===== src/hw/rtl/btlv_pkg.sv =====
package btlv_pkg;

   localparam int MAX_FIELDS_DEF      = 32;
   localparam int MAX_RELAY_COUNT_DEF = 16;
   localparam int PAYLOAD_BYTES_DEF   = 8192;
   localparam int KEY_BYTES           = 32;

   localparam int FIELD_OFFSET_W = 13;
   localparam int RQ_DEPTH       = 4;

   localparam logic [2:0] KIND_NOTE     = 3'd0;
   localparam logic [2:0] KIND_NPUB     = 3'd1;
   localparam logic [2:0] KIND_NSEC     = 3'd2;
   localparam logic [2:0] KIND_NPROFILE = 3'd3;
   localparam logic [2:0] KIND_NEVENT   = 3'd4;
   localparam logic [2:0] KIND_NRELAY   = 3'd5;
   localparam logic [2:0] KIND_NADDR    = 3'd6;
   localparam logic [2:0] KIND_UNKNOWN  = 3'd7;

   localparam logic [2:0] FK_EVENT_ID   = 3'd0;
   localparam logic [2:0] FK_PUBKEY     = 3'd1;
   localparam logic [2:0] FK_SECRET_KEY = 3'd2;
   localparam logic [2:0] FK_IDENTIFIER = 3'd3;
   localparam logic [2:0] FK_RELAY      = 3'd4;

   localparam logic [1:0] ST_OK      = 2'd0;
   localparam logic [1:0] ST_TRUNC   = 2'd1;
   localparam logic [1:0] ST_BAD_LEN = 2'd2;
   localparam logic [1:0] ST_MISSING = 2'd3;

   localparam logic RK_FIELD  = 1'b0;
   localparam logic RK_STATUS = 1'b1;

   localparam logic [7:0] TAG_PRIMARY = 8'd0;
   localparam logic [7:0] TAG_RELAY   = 8'd1;
   localparam logic [7:0] TAG_AUTHOR  = 8'd2;

   typedef enum logic [1:0] {
      PH_TYPE = 2'd0,
      PH_LEN  = 2'd1,
      PH_VAL  = 2'd2
   } phase_type;

   typedef struct packed {
      logic [7:0] data_byte;
      logic       final_byte;
   } req_item_type;

   typedef struct packed {
      logic                      result_kind;
      logic [2:0]                field_kind;
      logic [FIELD_OFFSET_W-1:0] field_offset;
      logic [7:0]                field_length;
      logic [1:0]                status;
      logic                      last_result;
   } rsp_item_type;

   typedef struct packed {
      logic         field_vld;
      logic         status_vld;
      rsp_item_type field_rec;
      rsp_item_type status_rec;
   } result_push_type;

endpackage


===== src/hw/rtl/bech32_payload_tlv_parser_core.sv =====
// Byte-serial parser for the payload of a decoded nostr bech32 object. One payload byte is
// taken per cycle on req_ while the result queue has room; csr_data selects the object kind,
// and the user is to write it only while the block is idle; the block does not enforce it.
// Field items and, on the final byte, one status item leave on rsp_ in payload order; a
// final byte that also completes a field gives two items. Each byte runs through one parse
// stage between the input register and a four-entry result queue, which holds its results
// until taken; req_ready stays high every cycle while the queue has two free entries, which
// holds when results are taken as fast as they arrive.
module bech32_payload_tlv_parser_core #(
   parameter int MAX_FIELDS      = btlv_pkg::MAX_FIELDS_DEF,
   parameter int MAX_RELAY_COUNT = btlv_pkg::MAX_RELAY_COUNT_DEF,
   parameter int PAYLOAD_BYTES   = btlv_pkg::PAYLOAD_BYTES_DEF
) (
   input  logic                   clock,
   input  logic                   reset,
   input  logic                   req_valid,
   output logic                   req_ready,
   input  btlv_pkg::req_item_type req_item,
   output logic                   rsp_valid,
   input  logic                   rsp_ready,
   output btlv_pkg::rsp_item_type rsp_item,
   input  logic                   csr_valid,
   output logic                   csr_ready,
   input  logic [2:0]             csr_data
);
   import btlv_pkg::*;

   logic            in_vld_ff, in_vld_in;
   req_item_type    in_item_ff;
   logic [2:0]      kind_ff;
   logic            advance;
   logic            space_ok;
   result_push_type push;

   assign csr_ready = 1'b1;
   assign advance   = in_vld_ff && space_ok;
   assign req_ready = !in_vld_ff || advance;
   assign in_vld_in = req_valid || (in_vld_ff && !advance);

   always_ff @(posedge clock) begin
      if (reset) begin
         in_vld_ff <= 1'b0;
         kind_ff   <= KIND_NOTE;
      end else begin
         in_vld_ff <= in_vld_in;
         if (csr_valid && csr_ready) begin
            kind_ff <= csr_data;
         end
      end
   end

   always_ff @(posedge clock) begin
      if (req_valid && req_ready) begin
         in_item_ff <= req_item;
      end
   end

   btlv_parser #(
      .MAX_FIELDS      (MAX_FIELDS),
      .MAX_RELAY_COUNT (MAX_RELAY_COUNT),
      .PAYLOAD_BYTES   (PAYLOAD_BYTES)
   ) u_parser (
      .clock   (clock),
      .reset   (reset),
      .advance (advance),
      .item    (in_item_ff),
      .kind    (kind_ff),
      .push    (push)
   );

   btlv_result_queue u_queue (
      .clock     (clock),
      .reset     (reset),
      .push      (push),
      .space_ok  (space_ok),
      .rsp_valid (rsp_valid),
      .rsp_ready (rsp_ready),
      .rsp_item  (rsp_item)
   );

endmodule


===== src/hw/rtl/btlv_parser.sv =====
module btlv_parser #(
   parameter int MAX_FIELDS      = btlv_pkg::MAX_FIELDS_DEF,
   parameter int MAX_RELAY_COUNT = btlv_pkg::MAX_RELAY_COUNT_DEF,
   parameter int PAYLOAD_BYTES   = btlv_pkg::PAYLOAD_BYTES_DEF
) (
   input  logic                      clock,
   input  logic                      reset,
   input  logic                      advance,
   input  btlv_pkg::req_item_type    item,
   input  logic [2:0]                kind,
   output btlv_pkg::result_push_type push
);
   import btlv_pkg::*;

   localparam int POS_W   = $clog2(PAYLOAD_BYTES);
   localparam int DIFF_W  = (POS_W + 1 > 8) ? POS_W + 1 : 8;
   localparam int TLV_W   = $clog2(MAX_FIELDS + 1);
   localparam int RELAY_W = $clog2(MAX_RELAY_COUNT + 1);

   phase_type          phase_ff, phase_in;
   logic [7:0]         type_ff, type_in;
   logic [7:0]         rem_ff, rem_in;
   logic [POS_W:0]     vs_ff, vs_in;
   logic [POS_W-1:0]   pos_ff, pos_in;
   logic [TLV_W-1:0]   tlv_ff, tlv_in;
   logic [RELAY_W-1:0] relay_ff, relay_in;
   logic               seen_ff, seen_in;
   logic [1:0]         err_ff, err_in;
   logic               stop_ff, stop_in;

   logic [7:0]                b;
   logic                      fin;
   logic [POS_W:0]            pos_p1;
   logic [POS_W:0]            vs_sel;
   logic [DIFF_W-1:0]         diff;
   logic [7:0]                tlv_len;
   logic [FIELD_OFFSET_W-1:0] tlv_off;

   logic       need32;
   logic       known;
   logic       required;
   logic       is_relay;
   logic [2:0] tlv_fk;
   logic [2:0] plain_fk;

   logic                      finish;
   logic                      fld_vld;
   logic [2:0]                fld_kind;
   logic [7:0]                fld_len;
   logic [FIELD_OFFSET_W-1:0] fld_off;
   logic [1:0]                st;

   assign b      = item.data_byte;
   assign fin    = item.final_byte;
   assign pos_p1 = (POS_W + 1)'(pos_ff) + 1'b1;
   assign vs_sel = (phase_ff == PH_LEN) ? pos_p1 : vs_ff;
   assign diff   = DIFF_W'(pos_p1) - DIFF_W'(vs_sel);
   assign tlv_len = diff[7:0];
   assign tlv_off = (vs_sel > (POS_W + 1)'(PAYLOAD_BYTES - 1))
                  ? FIELD_OFFSET_W'(PAYLOAD_BYTES - 1) : FIELD_OFFSET_W'(vs_sel);

   always_comb begin
      unique case (kind)
         KIND_NPUB: plain_fk = FK_PUBKEY;
         KIND_NSEC: plain_fk = FK_SECRET_KEY;
         default:   plain_fk = FK_EVENT_ID;
      endcase
   end

   always_comb begin
      need32   = 1'b0;
      known    = 1'b0;
      required = 1'b0;
      is_relay = 1'b0;
      tlv_fk   = FK_EVENT_ID;
      unique case (kind)
         KIND_NEVENT: begin
            if (type_ff == TAG_PRIMARY) begin
               need32 = 1'b1; known = 1'b1; required = 1'b1; tlv_fk = FK_EVENT_ID;
            end else if (type_ff == TAG_AUTHOR) begin
               need32 = 1'b1; known = 1'b1; tlv_fk = FK_PUBKEY;
            end else if (type_ff == TAG_RELAY) begin
               is_relay = 1'b1;
            end
         end
         KIND_NPROFILE: begin
            if (type_ff == TAG_PRIMARY) begin
               need32 = 1'b1; known = 1'b1; required = 1'b1; tlv_fk = FK_PUBKEY;
            end else if (type_ff == TAG_RELAY) begin
               is_relay = 1'b1;
            end
         end
         KIND_NADDR: begin
            if (type_ff == TAG_PRIMARY) begin
               known = 1'b1; required = 1'b1; tlv_fk = FK_IDENTIFIER;
            end else if (type_ff == TAG_AUTHOR) begin
               need32 = 1'b1; known = 1'b1; tlv_fk = FK_PUBKEY;
            end else if (type_ff == TAG_RELAY) begin
               is_relay = 1'b1;
            end
         end
         KIND_NRELAY: begin
            if (type_ff == TAG_PRIMARY) begin
               known = 1'b1; required = 1'b1; tlv_fk = FK_RELAY;
            end
         end
         default: ;
      endcase
   end

   always_comb begin
      phase_in = phase_ff;
      type_in  = type_ff;
      rem_in   = rem_ff;
      vs_in    = vs_ff;
      tlv_in   = tlv_ff;
      relay_in = relay_ff;
      seen_in  = seen_ff;
      err_in   = err_ff;
      stop_in  = stop_ff;
      finish   = 1'b0;
      fld_vld  = 1'b0;
      fld_kind = FK_EVENT_ID;
      fld_len  = '0;
      fld_off  = '0;
      if (!stop_ff) begin
         case (kind) inside
            KIND_NOTE, KIND_NPUB, KIND_NSEC: begin
               if (pos_ff == POS_W'(KEY_BYTES - 1)) begin
                  fld_vld  = 1'b1;
                  fld_kind = plain_fk;
                  fld_len  = 8'(KEY_BYTES);
                  seen_in  = 1'b1;
                  stop_in  = 1'b1;
               end
            end
            KIND_NPROFILE, KIND_NEVENT, KIND_NRELAY, KIND_NADDR: begin
               unique case (phase_ff)
                  PH_TYPE: begin
                     type_in  = b;
                     phase_in = PH_LEN;
                  end
                  PH_LEN: begin
                     rem_in = b;
                     vs_in  = pos_p1;
                     if (b == 8'd0) begin
                        finish = 1'b1;
                     end else begin
                        phase_in = PH_VAL;
                     end
                  end
                  PH_VAL: begin
                     rem_in = rem_ff - 8'd1;
                     if (rem_in == 8'd0) begin
                        finish = 1'b1;
                     end
                  end
                  default: phase_in = PH_TYPE;
               endcase
               if (finish) begin
                  tlv_in   = tlv_ff + 1'b1;
                  phase_in = PH_TYPE;
                  if (need32 && tlv_len != 8'(KEY_BYTES)) begin
                     err_in  = ST_BAD_LEN;
                     stop_in = 1'b1;
                  end else begin
                     if (is_relay) begin
                        if (relay_ff < RELAY_W'(MAX_RELAY_COUNT)) begin
                           fld_vld  = 1'b1;
                           fld_kind = FK_RELAY;
                           relay_in = relay_ff + 1'b1;
                        end
                     end else if (known) begin
                        fld_vld  = 1'b1;
                        fld_kind = tlv_fk;
                        seen_in  = seen_ff | required;
                     end
                     fld_len = tlv_len;
                     fld_off = tlv_off;
                     if (tlv_in >= TLV_W'(MAX_FIELDS)) begin
                        stop_in = 1'b1;
                     end
                  end
               end
            end
            default: ;
         endcase
         if (!stop_in && !fin && pos_ff == POS_W'(PAYLOAD_BYTES - 1)) begin
            err_in  = ST_TRUNC;
            stop_in = 1'b1;
         end
      end

      pos_in = (pos_ff != POS_W'(PAYLOAD_BYTES - 1)) ? pos_ff + 1'b1 : pos_ff;

      if (err_in != ST_OK) begin
         st = err_in;
      end else begin
         case (kind) inside
            KIND_NOTE, KIND_NPUB, KIND_NSEC: st = seen_in ? ST_OK : ST_TRUNC;
            KIND_UNKNOWN:                    st = ST_MISSING;
            default: begin
               if (phase_in != PH_TYPE) begin
                  st = ST_TRUNC;
               end else if (!seen_in) begin
                  st = ST_MISSING;
               end else begin
                  st = ST_OK;
               end
            end
         endcase
      end

      if (fin) begin
         phase_in = PH_TYPE;
         type_in  = '0;
         rem_in   = '0;
         vs_in    = '0;
         pos_in   = '0;
         tlv_in   = '0;
         relay_in = '0;
         seen_in  = 1'b0;
         err_in   = ST_OK;
         stop_in  = 1'b0;
      end
   end

   always_comb begin
      push.field_vld  = advance && fld_vld;
      push.status_vld = advance && fin;
      push.field_rec  = '{result_kind: RK_FIELD, field_kind: fld_kind, field_offset: fld_off,
                          field_length: fld_len, status: ST_OK, last_result: 1'b0};
      push.status_rec = '{result_kind: RK_STATUS, field_kind: FK_EVENT_ID, field_offset: '0,
                          field_length: 8'd0, status: st, last_result: 1'b1};
   end

   always_ff @(posedge clock) begin
      if (reset) begin
         phase_ff <= PH_TYPE;
      end else if (advance) begin
         phase_ff <= phase_in;
      end
   end

   always_ff @(posedge clock) begin
      if (reset) begin
         type_ff  <= '0;
         rem_ff   <= '0;
         vs_ff    <= '0;
         pos_ff   <= '0;
         tlv_ff   <= '0;
         relay_ff <= '0;
         seen_ff  <= 1'b0;
         err_ff   <= ST_OK;
         stop_ff  <= 1'b0;
      end else if (advance) begin
         type_ff  <= type_in;
         rem_ff   <= rem_in;
         vs_ff    <= vs_in;
         pos_ff   <= pos_in;
         tlv_ff   <= tlv_in;
         relay_ff <= relay_in;
         seen_ff  <= seen_in;
         err_ff   <= err_in;
         stop_ff  <= stop_in;
      end
   end

`ifndef SYNTHESIS
   a_no_field_when_stopped: assert property (@(posedge clock) disable iff (reset)
      (stop_ff && advance) |-> !push.field_vld)
      else $error("field item emitted after parsing stopped");

   a_final_clears: assert property (@(posedge clock) disable iff (reset)
      (advance && fin) |=> (pos_ff == '0 && phase_ff == PH_TYPE && !stop_ff))
      else $error("payload state not cleared after final byte");
`endif

endmodule


===== src/hw/rtl/btlv_result_queue.sv =====
module btlv_result_queue (
   input  logic                      clock,
   input  logic                      reset,
   input  btlv_pkg::result_push_type push,
   output logic                      space_ok,
   output logic                      rsp_valid,
   input  logic                      rsp_ready,
   output btlv_pkg::rsp_item_type    rsp_item
);
   import btlv_pkg::*;

   localparam int AW    = $clog2(RQ_DEPTH);
   localparam int CNT_W = AW + 1;

   rsp_item_type     q_ff [RQ_DEPTH];
   logic [AW-1:0]    wr_ff, wr_in;
   logic [AW-1:0]    rd_ff, rd_in;
   logic [CNT_W-1:0] cnt_ff, cnt_in;

   rsp_item_type first_rec;
   logic         first_vld;
   logic         second_vld;
   logic         pop;
   logic [1:0]   n_push;

   assign first_rec  = push.field_vld ? push.field_rec : push.status_rec;
   assign first_vld  = push.field_vld | push.status_vld;
   assign second_vld = push.field_vld & push.status_vld;
   assign n_push     = 2'(first_vld) + 2'(second_vld);

   assign rsp_valid = (cnt_ff != '0);
   assign rsp_item  = q_ff[rd_ff];
   assign pop       = rsp_valid && rsp_ready;
   assign space_ok  = (cnt_ff <= CNT_W'(RQ_DEPTH - 2));

   assign wr_in  = wr_ff + AW'(n_push);
   assign rd_in  = rd_ff + AW'(pop);
   assign cnt_in = cnt_ff + CNT_W'(n_push) - CNT_W'(pop);

   always_ff @(posedge clock) begin
      if (first_vld) begin
         q_ff[wr_ff] <= first_rec;
      end
      if (second_vld) begin
         q_ff[wr_ff + 1'b1] <= push.status_rec;
      end
   end

   always_ff @(posedge clock) begin
      if (reset) begin
         wr_ff  <= '0;
         rd_ff  <= '0;
         cnt_ff <= '0;
      end else begin
         wr_ff  <= wr_in;
         rd_ff  <= rd_in;
         cnt_ff <= cnt_in;
      end
   end

`ifndef SYNTHESIS
   a_no_overflow: assert property (@(posedge clock) disable iff (reset)
      cnt_ff <= CNT_W'(RQ_DEPTH))
      else $error("result queue overflow");

   a_double_push: assert property (@(posedge clock) disable iff (reset)
      (second_vld && !pop) |=> cnt_ff == $past(cnt_ff) + CNT_W'(2))
      else $error("result queue lost an item on double push");
`endif

endmodule

===== config.mk =====
export PLATFORM = sky130hd
export DESIGN_NAME = bech32_payload_tlv_parser_core
export DESIGN_NICKNAME = d
export VERILOG_FILES = /design/src/hw/rtl/btlv_pkg.sv /design/src/hw/rtl/bech32_payload_tlv_parser_core.sv /design/src/hw/rtl/btlv_parser.sv /design/src/hw/rtl/btlv_result_queue.sv
export SDC_FILE = /design/constraint.sdc
export NUM_CORES = 1
export LEC_CHECK = 0
export BUFFER_PORTS_ARGS = -buffer_cell sky130_fd_sc_hd__clkbuf_2
export CORE_MARGIN = 2
export CORE_UTILIZATION = 40
export DETAILED_ROUTE_END_ITERATION = 16
export PLACE_DENSITY = 0.63
export SLEW_MARGIN = 40
export SYNTH_ARGS = -nofsm -noshare
export SYNTH_HDL_FRONTEND = slang
export SYNTH_SLANG_ARGS = --single-unit

===== constraint.sdc =====
create_clock -name clock -period 11.9 [get_ports clock]
set_input_delay 1.785 -clock clock [delete_from_list [all_inputs] [get_ports clock]]
set_output_delay 1.785 -clock clock [all_outputs]
set_load 0.03 [all_outputs]

# After elaboration in Yosys (flattened, before gate mapping)
# Memory sizes are Yosys's and may differ from the RTL's. A register that Yosys moved wholly into a read port is not among the register bits.
# Cells that the tools add are included.
dict set report word_totals {
  wordCells 224
  mem_count 1
  mem_bits_ro 0
  latchBits 0
  ramBits 112
  ff_bits 80
}
# name words width read_ports rd_ports_with_merged_regs wr line_no
set mem_list {}
lappend mem_list {u_queue.q_ff 4 28 1 1 2 btlv_result_queue.sv:15} ;# rsp_item_type q_ff [RQ_DEPTH];
dict set report op_classes {
  bitwise_logic 3
  muxes 129
  eq_ne 18
  n_shift 0
  n_addsub 12
  div 0
  mul 0
  reduce_logical 40
  magnitude_cmp 4
}
# op count
set ops {}
lappend ops {{8-bit two-way mux} 14}
lappend ops {{13-bit two-way mux} 8}
lappend ops {{14-bit two-way mux} 5}
lappend ops {{1-bit two-way mux} 49}
lappend ops {{2-bit two-way mux} 20}
lappend ops {{5-bit two-way mux} 8}
lappend ops {{6-bit two-way mux} 6}
lappend ops {{3-bit two-way mux} 10}
lappend ops {{28-bit two-way mux} 1}
lappend ops {{8-bit zero test} 3}
lappend ops {{8-bit one-hot mux with 2 select lines} 1}
lappend ops {{2-bit nonzero test} 8}
lappend ops {{5-bit AND reduction} 3}
lappend ops {{13-bit by 1-bit adder with 14-bit output (second input constant)} 1}
lappend ops {{14-bit by 13-bit > comparator with 1-bit output (second input constant)} 1}
lappend ops {{13-bit by 1-bit adder with 13-bit output (second input constant)} 1}
lappend ops {{13-bit equality test (second input constant)} 1}
lappend ops {{13-bit by 5-bit equality test with 1-bit output (second input constant)} 1}
lappend ops {{13-bit inequality test (second input constant)} 1}
lappend ops {{3-bit equality test (second input constant)} 4}
lappend ops {{3-bit one-hot mux with 4 select lines} 1}
lappend ops {{1-bit logical AND} 9}
lappend ops {{8-bit by 1-bit equality test with 1-bit output (second input constant)} 1}
lappend ops {{8-bit by 2-bit equality test with 1-bit output (second input constant)} 1}
lappend ops {{other kinds (36)} 48}

# Depth between registers and ports, before layout
# Gate-level depths: netlist of run 1.
dict set report depth {
  ltp_word 19
  mapped_depth 25
}

# By module
# From an unflattened synthesis of run 1, not the netlist that was laid out.
dict set report unflattened {
  cells_unflattened 1073
  hier_area_um2 11146.9
}
# module n_inst cells_per_inst seq_area_each_um2 area_per_inst_um2
set by_module_without_submodules {}
lappend by_module_without_submodules {btlv_result_queue 1 457 3503.4 6311.1}
lappend by_module_without_submodules {btlv_parser 1 590 1201.2 4398.0}
lappend by_module_without_submodules {bech32_payload_tlv_parser_core 1 26 350.3 437.9}

# Worst setup path before layout of run 1
# OpenSTA, ideal clock, no wires.
dict set report synth_timing {
  path_kind {register to register}
  start {reg u_parser.phase_ff[1]}
  end {mem u_queue.q_ff[2][1] (netlist bit) (enable)}
  n_path_buf 4
  synth_period_minus_slack_ps 5100
  slack_ps 6800
  setup_ps 259
  stages_incl_launch_ff 25
  arrival_time_ps 4842
  cell_sequence {dfxtp_1 inv_1 ha_1 clkbuf_1 clkbuf_1 buf_1 nor2_1 a21oi_1 inv_1 ha_1 a21oi_1 a21oi_1 a211o_2 o311a_2 xnor2_4 nand2_1 a41o_1 and2_1 inv_1 ha_1 nor2_1 and2_1 nor2_1 clkbuf_1 inv_1}
}
# element line_no
set synth_lines {}
lappend synth_lines {{from (decl)} btlv_parser.sv:20} ;# phase_type phase_ff, phase_in;
lappend synth_lines {{from (signal assigned)} btlv_parser.sv:241} ;# phase_ff <= phase_in;
lappend synth_lines {{to (decl)} btlv_result_queue.sv:15}

# Worst setup path in the final report of run 1
dict set report layout_timing {
  start {reg u_parser.phase_ff[1]}
  end {reg u_queue.cnt_ff[2]}
}
dict set report layout_between {
  elab_chain_len 15
  word_cells_on_any_way 21
}
# element line_no
set layout_lines {}
lappend layout_lines {{2-bit by 1-bit equality test with 1-bit output} {btlv_parser.sv:56, btlv_parser.sv:138}}
lappend layout_lines {{14-bit two-way mux} btlv_parser.sv:56} ;# assign vs_sel = (phase_ff == PH_LEN) ? pos_p1 : vs_ff;
lappend layout_lines {{8-bit subtractor} btlv_parser.sv:57} ;# assign diff = DIFF_W'(pos_p1) - DIFF_W'(vs_sel);
lappend layout_lines {{8-bit by 6-bit inequality test with 1-bit output} btlv_parser.sv:163} ;# if (need32 && tlv_len != 8'(KEY_BYTES)) begin
lappend layout_lines {{1-bit logical AND} btlv_parser.sv:163}
lappend layout_lines {{1-bit two-way mux} btlv_parser.sv:163}
lappend layout_lines {{1-bit two-way mux *} btlv_parser.sv:160} ;# if (finish) begin
lappend layout_lines {{1-bit two-way mux * (2 in series)} btlv_parser.sv:127} ;# case (kind) inside
lappend layout_lines {{1-bit two-way mux *} btlv_parser.sv:126} ;# if (!stop_ff) begin
lappend layout_lines {{1-bit logical AND *} btlv_parser.sv:229} ;# push.field_vld = advance && fld_vld;
lappend layout_lines {{1-bit OR or 1-bit AND (tied branches)} {btlv_result_queue.sv:27, btlv_result_queue.sv:28}}
lappend layout_lines {{1-bit by 1-bit adder with 2-bit output *} btlv_result_queue.sv:29} ;# assign n_push = 2'(first_vld) + 2'(second_vld);
lappend layout_lines {{3-bit by 2-bit adder with 3-bit output *} btlv_result_queue.sv:38} ;# assign cnt_in = cnt_ff + CNT_W'(n_push) - CNT_W'(pop);
lappend layout_lines {{3-bit by 1-bit subtractor with 3-bit output *} btlv_result_queue.sv:38}
lappend layout_lines {{to (signal assigned)} btlv_result_queue.sv:57} ;# cnt_ff <= cnt_in;
lappend layout_lines {{to (decl)} btlv_result_queue.sv:18} ;# logic [CNT_W-1:0] cnt_ff, cnt_in;
# Mark *: on every way between the ends. The rest lies on a longest branch, timed or not. The select of a mux whose other input is x is not followed.
# A chain may end at the register's enable or synchronous reset.

==> out/qor.txt, run 1 <==
WS Path Type = flip-flop to flip-flop
first-pass GRT wire length = 37.5 mm
starting density of the core = 0.404
wire length per cell = 17.0 um
crit start category = flip-flop
FP Rows = 55
Post-synth EDFFs = 17
initial antenna violation count = 0
Req. time, crit path = 12210 ps
Synth async-reset ratio = 0
fin crit share = 0.461
Avg Vias per Cell = 5.49
area of the mapped netlist = 0.00905 mm2
number of global-route vias before repair = 7016
DPL Wire Length = 16.2 mm
max cap viols = 0
DR vias = 7407
Slew Limit Fails = 0
syn_nets = 1064
setup repair bufs after CTS = 0
FF/Latch Area = 0.00394 mm2
DRT Pass-1 Iters = 5
Worst Max-Slew Pin Slew = 689 ps
Multi-input gate area = 0.00482 mm2
residual DRC count = 0
DIE HEIGHT = 154 um
setup TNS = 0 ps
most frequent cells in the layout = dfxtp_1 (170), nand2_1 (139), nor2_1 (120)
layout cells sized above 1 = 0.136
# diodes = 0
CTS buffer count = 17
fin crit period = 5490 ps
Placement Setup Slack = 6480 ps
final hold violation count = 0
nets@finish = 1091
synthesis-to-finish area growth = 12.6%
synth warn = 0
unrepaired setup endpoints after global routing = false
clk_lat worst skew = 450 ps
GP Congestion = 0.854
die area = 0.0239 mm2
CTS tree = built
synthesized instance count = 1023
Clock Sinks = 188
largest net degree at the start of global routing = 63
die width = 154 um
Slew HR = 0.538
CP cell instances = inv_1 -> ha_1 -> buf_4 -> mux2_2 -> fa_1 -> nand2b_1 -> a21oi_1 -> o21a_1 -> nor3_1 -> o311ai_1 -> nand2_1 -> a41o_1 -> and2_1 -> ha_1 -> inv_1 -> ha_1 -> inv_1 -> fa_1 -> xor2_1 -> xnor2_1 -> nor2_1
CP Max Fanout = 25
CP Capture Type = flip-flop
Detail Route Antenna Nets = 0
I/O Buffers = 46
largest delay contributor family on the critical path = adder cells
Total GRT Usage = 0.197
outcome = finished clean
Fmax = 182 MHz
Seq cells post-synth = 188
CTS clk-pin slew, worst paths = 80 ps
Core Box Area = 0.0224 mm2
Seq/Total Area, Yosys = 0.435
ys flop type = dfxtp_1
power density cells = 147 mW/mm2
Buf+Inv Stages, Crit Path = 4
Slowest-stage cell, CP = ha_1
global route overflow = 0
worst hold path type = flip-flop to flip-flop
post_cts resized = 0
hold_buf cts = 0
final setup margin = 6410 ps
Fill cells = 2225
commonest non-fill, non-tap cell in the layout = dfxtp_1
Mean Syn Cell Area = 8.85 um2
Clock Tree Buf Depth = 2
Routed WL = 22.9 mm
IO Pins = 48
CP max stage delay = 540 ps
Setup Skew = 18.4 ps
unique cell type count in the Yosys netlist = 74
number of H-tree levels = 4
VDD IR max = 76.8 uV
Crit path arrival time = 5800 ps
P_leak = 3.78 nW
DR iter-0 viols = 510
final setup vio count = 0
Root Driver = clkbuf_16
flip-flops by register name, summed over array words and instances, names as in the netlist, 5 cells and up:
signal / count
u_queue.q_ff: 108
u_parser.vs_ff: 14
u_parser.pos_ff: 13
in_item_ff: 9
u_parser.rem_ff: 8
u_parser.type_ff: 8
u_parser.tlv_ff: 6
u_parser.relay_ff: 5
synth_stat cells (2+ instances only):
cell	number	area, um2
a21oi_1	56	280
or4_1	3	22.5
a211oi_1	3	22.5
o21ai_0	103	515
buf_4	2	15.0
a22oi_1	24	180
nand3b_1	14	105
o21bai_1	4	30.0
nor3b_1	2	15.0
dfxtp_1	171	3420
nand4_1	5	31.3
a22o_1	16	140
o41ai_1	2	17.5
o21ai_1	4	20.0
nor3_1	20	100
o21a_1	9	67.6
nor2_1	124	465
buf_1	2	7.51
inv_1	41	154
nor4_1	10	62.6
a32oi_1	4	35.0
nor2b_1	11	68.8
o211ai_1	4	30.0
nand2_1	140	526
or3_1	4	25.0
a32o_1	3	30.0
xor2_1	16	140
xnor2_1	15	131
ha_1	22	275
and2_1	11	68.8
mux2_2	2	22.5
mux4_2	27	608
nand3_1	14	70.1
nand2b_1	12	75.1
mux2i_1	10	100
or2_2	5	31.3
and3_1	10	62.6
edfxtp_1	17	510
clkbuf_1	40	150
a21o_1	6	45.0
fa_1	2	40.0
cells by family (layout without fill, tap and decap cells):
family	Yosys count	count (layout)	synth area share
DFF	188	188	0.435
muxes	40	40	0.0824
xor gates and xnor gates	32	32	0.0330
and+or+nand+nor	393	393	0.200
buffers and inverters	87	127	0.0379
adders and majority gates	24	24	0.0348
AOI/OAI and AO/OA	258	258	0.177
other	1	1	0.000414
path summary, 6_finish.rpt:
check                                          start                 end  slack [ps]  cells past startpoint
worst min register to register    u_queue.q_ff[1][9]  u_queue.q_ff[1][9]         440                      2
worst min-delay path              u_queue.q_ff[1][9]  u_queue.q_ff[1][9]         440                      2
worst max register to register  u_parser.phase_ff[1]   u_queue.cnt_ff[2]        6410                     21
worst max-delay path            u_parser.phase_ff[1]   u_queue.cnt_ff[2]        6410                     21
worst register-to-register path, stage by stage, from the launching register on:
cell and delay, ps:
dfxtp_1 350, inv_1 100, ha_1 540, buf_4 370, mux2_2 420, fa_1 440, nand2b_1 160, a21oi_1 300
o21a_1 180, nor3_1 70, o311ai_1 470, nand2_1 170, a41o_1 210, and2_1 160, ha_1 250, inv_1 140
ha_1 140, inv_1 50, fa_1 430, xor2_1 210, xnor2_1 140, nor2_1 50
through the flow:
step                      cells  hold slack, ps  area, um2  utilization  total power [W]
after floorplan            1023             410       9050            -         0.000853
after global routing       1348             468      10200        0.454          0.00156
after detailed placement   1316             430       9550        0.426         0.000906
after CTS                  1348             441      10200        0.454          0.00151
after global placement     1316             428       9520        0.424         0.000903
final                      1348             441      10200        0.454          0.00150
per-layer routing:
layer / GRT usage / routed length (um) / share of wire
met3: 0.0359 / 901 / 0.039
met1: 0.266 / 10900 / 0.48
met2: 0.324 / 10800 / 0.47
met5: 0 / 0 / 0
met4: 0.0547 / 321 / 0.014
power breakdown:
group	switching, W	total [W]	internal (W)
combinational	0.000114	0.000194	0.0000797
clock	0.000301	0.000611	0.000310
sequential	0.0000387	0.000694	0.000656
final cells by class:
| type | count | area share |
|---|---|---|
| multi-input combinational | 748 | 0.472 |
| tap | 285 | 0.0350 |
| sequential | 188 | 0.386 |
| clock buffer | 17 | 0.0417 |
| inverter | 41 | 0.0151 |
| clock inverter | 15 | 0.0211 |
| timing repair buffer | 54 | 0.0285 |
No activity file was read; power rests on OpenSTA's default activity.
==> run 2, diff against run 1 <==
==> constraint.sdc (replaced) <==
create_clock -name clock -period 5.1 [get_ports clock]
set_input_delay 0.765 -clock clock [delete_from_list [all_inputs] [get_ports clock]]
set_output_delay 0.765 -clock clock [all_outputs]
set_load 0.03 [all_outputs]
==> run 2 against run 1 <==
Compared with the run above:
- first-iteration DRC count down 22%
- clock power increased by 130%
- highest routed layer unchanged
- critical path type unchanged
- largest power group unchanged
- clock skew rose by 1.2 ps
- largest cell class unchanged
==> out/qor.txt, run 2 (synthesis gave the netlist of run 1 again) <==
# diodes = 0 (unchanged)
final hold violation count = 0 (unchanged)
Sw Share = 0.306 (+0.00304)
Multi-input gate area = 0.00480 mm2 (-0.23%)
Detail Route Antenna Nets = 0 (unchanged)
DRT Pass-1 Iters = 5 (unchanged)
FF/Latch Area = 0.00394 mm2 (about the same)
combinational share of power = 0.129 (about the same)
DIE HEIGHT = 154 um (unchanged)
sequential fraction of design power = 0.471 (+0.008)
power density cells = 336 mW/mm2 (+130%)
Regs by FF count = u_queue.q_ff (108), u_parser.vs_ff (14), u_parser.pos_ff (13)
final cell count without fillers = 1367 (+1.4%)
Root Driver = clkbuf_16
max reg flops = 108 (unchanged)
P_leak = 3.87 nW (+2.4%)
max cap viols = 0 (unchanged)
clk_lat worst skew = 440 ps (about the same)
number of global-route vias before repair = 7318 (+4.3%)
CTS buffer count = 17 (unchanged)
Clock Sinks = 188 (unchanged)
synthesis-to-finish area growth = 14.1%
wire length per cell = 16.7 um (-1.7%)
fin crit share = 0.922 (+0.461)
number of H-tree levels = 4 (unchanged)
first-pass GRT wire length = 38.0 mm (+1.3%)
Total GRT Usage = 0.198 (+0.00107)
unrepaired setup endpoints after global routing = false
die width = 154 um (unchanged)
initial antenna violation count = 0 (unchanged)
WS Path Type = flip-flop to flip-flop
Core Box Area = 0.0224 mm2 (unchanged)
Slew Limit Fails = 0 (unchanged)
Clock Tree Buf Depth = 2 (unchanged)
setup repair bufs after CTS = 0 (unchanged)
die area = 0.0239 mm2 (unchanged)
post_cts resized = 0 (unchanged)
global route overflow = 0 (unchanged)
Largest Register = u_queue.q_ff
VDD IR max = 193 uV (+150%)
switching power = 0.00106 W (+130%)
starting density of the core = 0.404 (unchanged)
Req. time, crit path = 5400 ps (-6810 ps)
I/O Buffers = 46 (unchanged)
Crit path arrival time = 5000 ps (-800 ps)
CP Capture Type = flip-flop
DR vias = 7492 (+1.1%)
Most common cell on crit path = ha_1
final setup vio count = 0 (unchanged)
outcome = finished clean
DPL Wire Length = 16.3 mm (+0.63%)
IO Pins = 48 (unchanged)
Fill cells = 2167 (-2.6%)
CP Max Fanout = 7 (-72%)
Setup Skew = 19.6 ps (+1.21 ps)
nets@finish = 1110 (+1.7%)
DR iter-0 viols = 399 (-22%)
Fmax = 213 MHz (+17%)
fin crit period = 4700 ps (-787 ps)
hold_buf cts = 0 (unchanged)
GP Congestion = 0.897 (+5.1%)
Slew HR = 0.479 (-0.0594)
CTS clk-pin slew, worst paths = 80 ps (about the same)
Clk pwr share = 0.400 (-0.007)
Power Internal = 0.00241 W (+130%)
FP Rows = 55 (unchanged)
worst hold path type = flip-flop to flip-flop
CTS tree = built
CP max stage delay = 420 ps (-120 ps)
crit start category = flip-flop
largest net degree at the start of global routing = 63 (unchanged)
residual DRC count = 0 (unchanged)
Avg Vias per Cell = 5.48 (-0.26%)
setup TNS = 0 ps (unchanged)
CP cell instances = ha_1 -> nand2_1 -> nor2_1 -> nand2_1 -> xnor2_1 -> nor2_1 -> nor2_2 -> inv_1 -> ha_1 -> or3_1 -> mux2i_1 -> o311ai_1 -> nand2_1 -> a41o_1 -> and2_1 -> ha_1 -> inv_1 -> ha_1 -> inv_1 -> fa_1 -> xor2_1 -> xnor2_1 -> nor2_1
layout cells sized above 1 = 0.152 (+0.0161)
Worst Max-Slew Pin Slew = 782 ps (+93.2 ps)
commonest non-fill, non-tap cell in the layout = dfxtp_1
placed insts = 1335 (+1.4%)
Routed WL = 22.8 mm (-0.34%)
Slowest-stage cell, CP = dfxtp_2
most frequent cells in the layout = dfxtp_1 (168), nand2_1 (139), nor2_1 (121)
-- run 2: stage by stage --
stage	instance area (um2)	total power (W)	setup slack, ps	util	hold WS (ps)
after floorplan	9050	0.00199	87.3	-	410
after global placement	9670	0.00211	339	0.431	424
after detailed placement	9690	0.00212	267	0.432	428
after CTS	10300	0.00351	222	0.460	440
after global routing	10300	0.00362	11.7	0.460	458
final	10300	0.00347	400	0.460	437
-- run 2: critical path, delay by kind of cell, from the launching register on --
family	cells	cell delay [ps]
AO/OA/AOI/OAI	2	310
XOR/XNOR	3	520
adder cells (fa/ha/maj)	5	1530
buffers and inverters	3	220
flip-flops	1	420
multiplexers	1	170
AND/OR/NAND/NOR	9	1390
-- run 2: final timing paths --
kind	from	endpoint	slack, ps	cells past startpoint
min reg2reg	u_queue.q_ff[1][9]	u_queue.q_ff[1][9]	440	2
max reg2reg	u_parser.pos_ff[0]	u_queue.cnt_ff[2]	400	23
min	u_queue.q_ff[1][9]	u_queue.q_ff[1][9]	440	2
max	u_parser.pos_ff[0]	u_queue.cnt_ff[2]	400	23
-- run 2: layout make-up --
| cell class | instances | share of cell area |
|---|---|---|
| clock buffer | 17 | 0.0412 |
| clock inverter | 15 | 0.0197 |
| timing repair buffer | 73 | 0.0431 |
| sequential | 188 | 0.381 |
| tap | 285 | 0.0345 |
| multi-input combinational | 748 | 0.465 |
| inverter | 41 | 0.0149 |
-- run 2: power by group through the flow --
| stage | clock network [W] | registers, W | logic [W] |
|---|---|---|---|
| CTS | 0.00142 | 0.00164 | 0.000449 |
| detailed placement | 0 | 0.00167 | 0.000447 |
| floorplan | 0 | 0.00158 | 0.000411 |
| global placement | 0 | 0.00167 | 0.000444 |
| global route | 0.00148 | 0.00165 | 0.000493 |
| finish | 0.00139 | 0.00163 | 0.000447 |
-- run 2: metal layers --
metal,part of all wire,global-route usage
met1,0.47,0.262
met4,0.013,0.0511
met2,0.48,0.338
met3,0.034,0.0300
met5,0,0
